File: src/rtl/core/csc_pkg.sv
`timescale 1ns / 1ps
// Shared constants and the arctangent table for the CORDIC sine/cosine core.
// No dependencies.
package csc_pkg;

    localparam int unsigned DATA_W      = 16;
    localparam int unsigned CNT_W       = 5;
    localparam int unsigned TABLE_STEPS = 16;

    // 16384 / CORDIC gain
    localparam logic signed [DATA_W-1:0] INV_GAIN_Q14 = 16'sd9949;
    localparam logic [CNT_W-1:0]         MAX_STEPS    = CNT_W'(TABLE_STEPS);
    localparam int unsigned              SIGN_POS     = DATA_W - 1;

    // atan(2^-k) * 16384, truncated
    function automatic logic signed [DATA_W-1:0] atan_q14(input int unsigned k);
        logic signed [DATA_W-1:0] val;
        unique case (k)
            0:       val = 16'sd12867;
            1:       val = 16'sd7596;
            2:       val = 16'sd4013;
            3:       val = 16'sd2037;
            4:       val = 16'sd1022;
            5:       val = 16'sd511;
            6:       val = 16'sd255;
            7:       val = 16'sd127;
            8:       val = 16'sd63;
            9:       val = 16'sd31;
            10:      val = 16'sd15;
            11:      val = 16'sd7;
            12:      val = 16'sd3;
            13:      val = 16'sd1;
            default: val = 16'sd0;
        endcase
        return val;
    endfunction

endpackage

File: src/rtl/core/cordic_sine_cosine_q14.sv
`timescale 1ns / 1ps
// Pipelined rotation-mode CORDIC: angle in, cosine and sine out, Q14.
// Depends on csc_pkg.

// The block takes one signed angle per item (radians * 16384, meant for
// -pi/2..pi/2) and returns one item holding cosine and sine in Q14. It
// accepts a new item every clock cycle unless a stall on m_ready holds it. There
// are 16 register stages, one per CORDIC step, and the first one loads at the
// input accept edge. Each stage holds one shift-add step (a 16-bit add on
// x, y and z with a fixed shift), so the stage depth sets the
// clock. Every stage has its own valid bit and
// loads when it is empty or its successor moves, so bubbles collapse and a
// stall on m_ready backs up stage by stage without losing or repeating an
// item; the last stage is the output register. The step count register
// (cfg_iteration_count, reset 16, values above 16 act as 16) is sampled as
// an item enters and travels with it; steps at or past the count pass the
// vector through unchanged. With a count of zero the output is 9949 / 0.
// Angles outside the valid range give wrapped, but defined, results.
// cfg_ready is always high; write the count only while the pipeline is empty.
module cordic_sine_cosine_q14 (
    input  logic                                aclk,
    input  logic                                aresetn,
    // step count register
    input  logic                                cfg_valid,
    output logic                                cfg_ready,
    input  logic [csc_pkg::CNT_W-1:0]           cfg_iteration_count,
    // angle items
    input  logic                                s_valid,
    output logic                                s_ready,
    input  logic signed [csc_pkg::DATA_W-1:0]   s_theta,
    // result items
    output logic                                m_valid,
    input  logic                                m_ready,
    output logic signed [csc_pkg::DATA_W-1:0]   m_cosine,
    output logic signed [csc_pkg::DATA_W-1:0]   m_sine
);

    localparam int unsigned STEPS = csc_pkg::TABLE_STEPS;

    logic [csc_pkg::CNT_W-1:0] count_reg;
    logic [csc_pkg::CNT_W-1:0] count_clamped;

    // per-stage state
    logic                             vld_reg [STEPS];
    logic signed [csc_pkg::DATA_W-1:0] x_reg [STEPS];
    logic signed [csc_pkg::DATA_W-1:0] y_reg [STEPS];
    logic signed [csc_pkg::DATA_W-1:0] z_reg [STEPS];
    logic [csc_pkg::CNT_W-1:0]         n_reg [STEPS];
    logic                             load  [STEPS];

    assign cfg_ready = 1'b1;

    always_ff @(posedge aclk) begin
        if (!aresetn) begin
            count_reg <= csc_pkg::MAX_STEPS;
        end else if (cfg_valid) begin
            count_reg <= cfg_iteration_count;
        end
    end

    assign count_clamped = (count_reg > csc_pkg::MAX_STEPS) ? csc_pkg::MAX_STEPS
                                                             : count_reg;

    genvar k;
    generate
        for (k = 0; k < STEPS; k++) begin : g_step
            logic                              vld_in;
            logic signed [csc_pkg::DATA_W-1:0] x_in;
            logic signed [csc_pkg::DATA_W-1:0] y_in;
            logic signed [csc_pkg::DATA_W-1:0] z_in;
            logic [csc_pkg::CNT_W-1:0]         n_in;
            logic                              advance;
            logic                              active;
            logic                              neg;
            logic signed [csc_pkg::DATA_W-1:0] xs;
            logic signed [csc_pkg::DATA_W-1:0] ys;
            logic signed [csc_pkg::DATA_W-1:0] x_next;
            logic signed [csc_pkg::DATA_W-1:0] y_next;
            logic signed [csc_pkg::DATA_W-1:0] z_next;

            if (k == 0) begin : g_src_in
                assign vld_in = s_valid;
                assign x_in   = csc_pkg::INV_GAIN_Q14;
                assign y_in   = '0;
                assign z_in   = s_theta;
                assign n_in   = count_clamped;
            end else begin : g_src_stage
                assign vld_in = vld_reg[k-1];
                assign x_in   = x_reg[k-1];
                assign y_in   = y_reg[k-1];
                assign z_in   = z_reg[k-1];
                assign n_in   = n_reg[k-1];
            end

            if (k == STEPS - 1) begin : g_adv_out
                assign advance = m_ready;
            end else begin : g_adv_next
                assign advance = load[k+1];
            end

            // stage takes a new item when empty or when its item moves on
            assign load[k] = !vld_reg[k] || advance;

            assign active = csc_pkg::CNT_W'(k) < n_in;
            assign neg    = z_in[csc_pkg::SIGN_POS];
            assign xs     = x_in >>> k;
            assign ys     = y_in >>> k;

            always_comb begin
                if (!active) begin
                    x_next = x_in;
                    y_next = y_in;
                    z_next = z_in;
                end else if (neg) begin
                    x_next = x_in + ys;
                    y_next = y_in - xs;
                    z_next = z_in + csc_pkg::atan_q14(k);
                end else begin
                    x_next = x_in - ys;
                    y_next = y_in + xs;
                    z_next = z_in - csc_pkg::atan_q14(k);
                end
            end

            always_ff @(posedge aclk) begin
                if (!aresetn) begin
                    vld_reg[k] <= 1'b0;
                end else if (load[k]) begin
                    vld_reg[k] <= vld_in;
                end
            end

            always_ff @(posedge aclk) begin
                if (load[k] && vld_in) begin
                    x_reg[k] <= x_next;
                    y_reg[k] <= y_next;
                    z_reg[k] <= z_next;
                    n_reg[k] <= n_in;
                end
            end
        end
    endgenerate

    assign s_ready  = load[0];
    assign m_valid  = vld_reg[STEPS-1];
    assign m_cosine = x_reg[STEPS-1];
    assign m_sine   = y_reg[STEPS-1];

endmodule

File: config.mk
export PLATFORM = sky130hd
export DESIGN_NAME = cordic_sine_cosine_q14
export DESIGN_NICKNAME = d
export VERILOG_FILES = /design/src/rtl/core/csc_pkg.sv /design/src/rtl/core/cordic_sine_cosine_q14.sv
export SDC_FILE = /design/constraint.sdc
export NUM_CORES = 2
export LEC_CHECK = 0
export BUFFER_PORTS_ARGS = -buffer_cell sky130_fd_sc_hd__buf_2
export CORE_MARGIN = 8
export CORE_UTILIZATION = 59
export CTS_CLUSTER_DIAMETER = 120
export CTS_CLUSTER_SIZE = 10
export DETAILED_ROUTE_END_ITERATION = 12
export MAX_ROUTING_LAYER = met4
export PLACE_DENSITY = 0.88
export SETUP_SLACK_MARGIN = 0.5
export SLEW_MARGIN = 40
export SYNTH_ARGS = -nofsm -noshare
export SYNTH_HDL_FRONTEND = slang
export SYNTH_SLANG_ARGS = --single-unit
File: constraint.sdc
create_clock -name aclk -period 6.1 [get_ports aclk]
set_input_delay 0.61 -clock aclk [delete_from_list [all_inputs] [get_ports aclk]]
set_output_delay 0.61 -clock aclk [all_outputs]
set_load 0.01 [all_outputs]
==> impl_metrics.env <==
export IMPL_status="finished, final reports clean"
export IMPL_synth_mux_area_frac=0.01731
export IMPL_netlist_area_leader_share=0.3723
export IMPL_hold_viol_final=0
export IMPL_grt_pass1_vias=50970
export IMPL_grtUsageTotal=0.2563
export IMPL_largest_register_ffs=242
export IMPL_hold_buffers=0
export IMPL_fin_ws_ps=1751
export IMPL_slowest_delay_ps=580
export IMPL_cp_end_kind="primary output"
export IMPL_clk_path_buf_depth=3
export IMPL_numPortBuffers=59
export IMPL_synth_top_family_by_area="compound AO/OA/AOI/OAI gates"
export IMPL_drive_above_1_share=0.05275
export IMPL_crit_required_ps=5490
export IMPL_post_route_period_util=0.7129
export IMPL_drtAntennaViolNets=0
export IMPL_synthSimpleGateAreaFrac=0.1521
export IMPL_fin_area_um2=67210
export IMPL_dieArea_um2=117000
export IMPL_grt_ovfl_total=0
export IMPL_powerDensity_nw_per_um2=190.7
export IMPL_relSlewSlack=0.4411
export IMPL_worst_setup_path_start_kind="flop"
export IMPL_crit_arrival_ps=3740
export IMPL_synthArstFlopShare=0
export IMPL_drc_errors=0
export IMPL_synth_area_per_cell_um2=9.203
export IMPL_tightestPinTransition_ps=827.0
export IMPL_synth_fa_ha_area_frac=0.1492
export IMPL_pin_count=61
export IMPL_clock_skew_ps=24.82
export IMPL_synthXorXnorAreaFrac=0.08850
export IMPL_crit_type="flop to primary output"
export IMPL_clockRootBuffer="clkbuf_16"
export IMPL_wire_per_inst_um=18.17
export IMPL_drv_cap=0
export IMPL_final_common_cell="edfxtp_1"
export IMPL_holdCritPathClass="primary input to flop"
export IMPL_synth_compound_area_share=0.1882
export IMPL_path_common_cell="nand3_1"
export IMPL_ys_warn_count=0
export IMPL_vias_per_cell=6.179
export IMPL_rsz0062_at_grt="false"
export IMPL_path_delay_family="simple AND/OR/NAND/NOR gates"
export IMPL_synth_seq_cells=784
export IMPL_synth_cells=6818
export IMPL_antenna_found_initial=2
export IMPL_vias=51010
export IMPL_ir_drop_mv=0.2246
export IMPL_synthTopCellsByArea="edfxtp_1, ha_1, a21oi_1, xnor2_1, o21ai_0"
export IMPL_final_min_clock_period_ps=4349
export IMPL_clk_latency_ps=690
export IMPL_mostFrequentLayoutCells="edfxtp_1, a21oi_1, nor2_1, ha_1, nand2_1"
export IMPL_hpwl_um=114700
export IMPL_post_synth_top_area_cell="edfxtp_1"
export IMPL_grt_pass1_wl_um=245700
export IMPL_routed_wl_um=150000
export IMPL_gp_congestion=0.9424
export IMPL_synthDistinctLibCells=80
export IMPL_clock_fmax_mhz=229.9
export IMPL_htreeDepth=3
export IMPL_cts_setup_buffers=0
export IMPL_syn_area_um2=62750
export IMPL_place_area_um2=64750
export IMPL_dieWidth_um=342.1
export IMPL_path_cells="nor2b_1, and4_1, nand3_1, nor3_2, nand3_1, nor2_1, nand2_1, buf_2"
export IMPL_synth_edf_count=778
export IMPL_total_power_mw=12.81
export IMPL_first_iter_violations=3652
export IMPL_cts_resized=0
export IMPL_finalSetupViolations=0
export IMPL_cp_max_fo=7
export IMPL_worst_path_max_delay_cell="nor2b_1"
export IMPL_grt_max_degree=93
export IMPL_initial_core_util=0.5952
export IMPL_setup_tns_ps=0
export IMPL_dr_pass1_iters=6
export IMPL_die_h_um=342.1
export IMPL_cts_tree="done"
export IMPL_cts_sinks=784
export IMPL_finalMaxSlewViolations=0
export IMPL_p_leak_nw=26.47
export IMPL_dp_slack_ps=1780
export IMPL_synth_flop_cell="edfxtp_1"
export IMPL_rows=119
export IMPL_worst_path_buf_inv=1
export IMPL_final_nets=7585
export IMPL_clk_pin_slew_ps=50
export IMPL_core_area_um2=105400
export IMPL_cts_buffers_inserted=88
export IMPL_yosysSeqAreaShare=0.3742
export IMPL_syn2layout_area_growth_pct=7.107
[report_power, final]
| group | leakage, nW | switching (mW) | total (mW) | internal (mW) |
|---|---|---|---|---|
| clock | 1.17 | 2.17 | 4.78 | 2.62 |
| combinational | 18.2 | 1.03 | 1.82 | 0.790 |
| sequential | 7.14 | 0.126 | 6.21 | 6.08 |
| total | 26.5 | 3.32 | 12.8 | 9.49 |
[cell families (layout without fill, tap and decap cells)]
kind of cell / count (synthesis) / in the layout
flip-flops: 784 / 784
AND/OR/NAND/NOR: 2092 / 2092
AO/OA/AOI/OAI: 1978 / 1978
other: 2 / 6
XOR/XNOR: 634 / 634
multiplexers: 100 / 100
adder cells (fa/ha/maj): 722 / 722
buffers and inverters: 506 / 549
[layout make-up]
class,count,area [um^2]
clock inverter,8,140.1
fill,8230,38210
antenna,2,5.005
clock buffer,108,2277
multi-input combinational,5530,37650
sequential,784,23480
tap,1391,1740
inverter,321,1205
timing repair buffer,112,708.2
[per-layer routing]
metal	wire length (um)	track usage	vias to the layer above	share of wire
li1	-	-	24930	-
met1	57510	0.2713	24060	0.38
met2	78590	0.4766	1554	0.52
met3	6810	0.03074	471	0.045
met4	7082	0.1152	0	0.047
met5	0	-	-	0
[worst min-delay path: stages]
cell	delay (ps)
buf_2	80
mux2i_1	50
nand2_1	60
[cell usage after synthesis (95+ instances only)]
cell and count:
nand2_1 646, inv_1 316, ha_1 678, xor2_1 296, clkbuf_1 161, o21ai_0 587, nor3_1 192, edfxtp_1 778
xnor2_1 338, a21o_1 138, a21oi_1 682, nand3_1 101, nand2b_1 95, nor2_1 681
[final timing paths]
check / start / end / slack (ps) / cells past startpoint
setup reg to reg: z_reg[1][15]$_DFFE_PP_ / y_reg[1][31]$_DFFE_PP_ / 1850 / 9
hold reg to reg: n_reg[1][0]$_DFFE_PP_ / n_reg[1][5]$_DFFE_PP_ / 420 / 0
setup / recovery: vld_reg[1][7]$_DFFE_PP_ / s_ready / 1750 / 8
hold / removal: cfg_iteration_count[4] / count_reg[4]$_SDFFE_PN1P_ / 140 / 3
[per-stage QoR]
step           utilization  hold slack (ps)  cells
5_1_grt             0.6375            133.8   8255
2_1_floorplan            -            400.3   6820
3_5_place_dp        0.6142            405.2   8138
6_report            0.6375            140.8   8256
4_1_cts             0.6371            103.3   8254
3_3_place_gp        0.6138            402.3   8136
(Power assumes the default switching activity.)
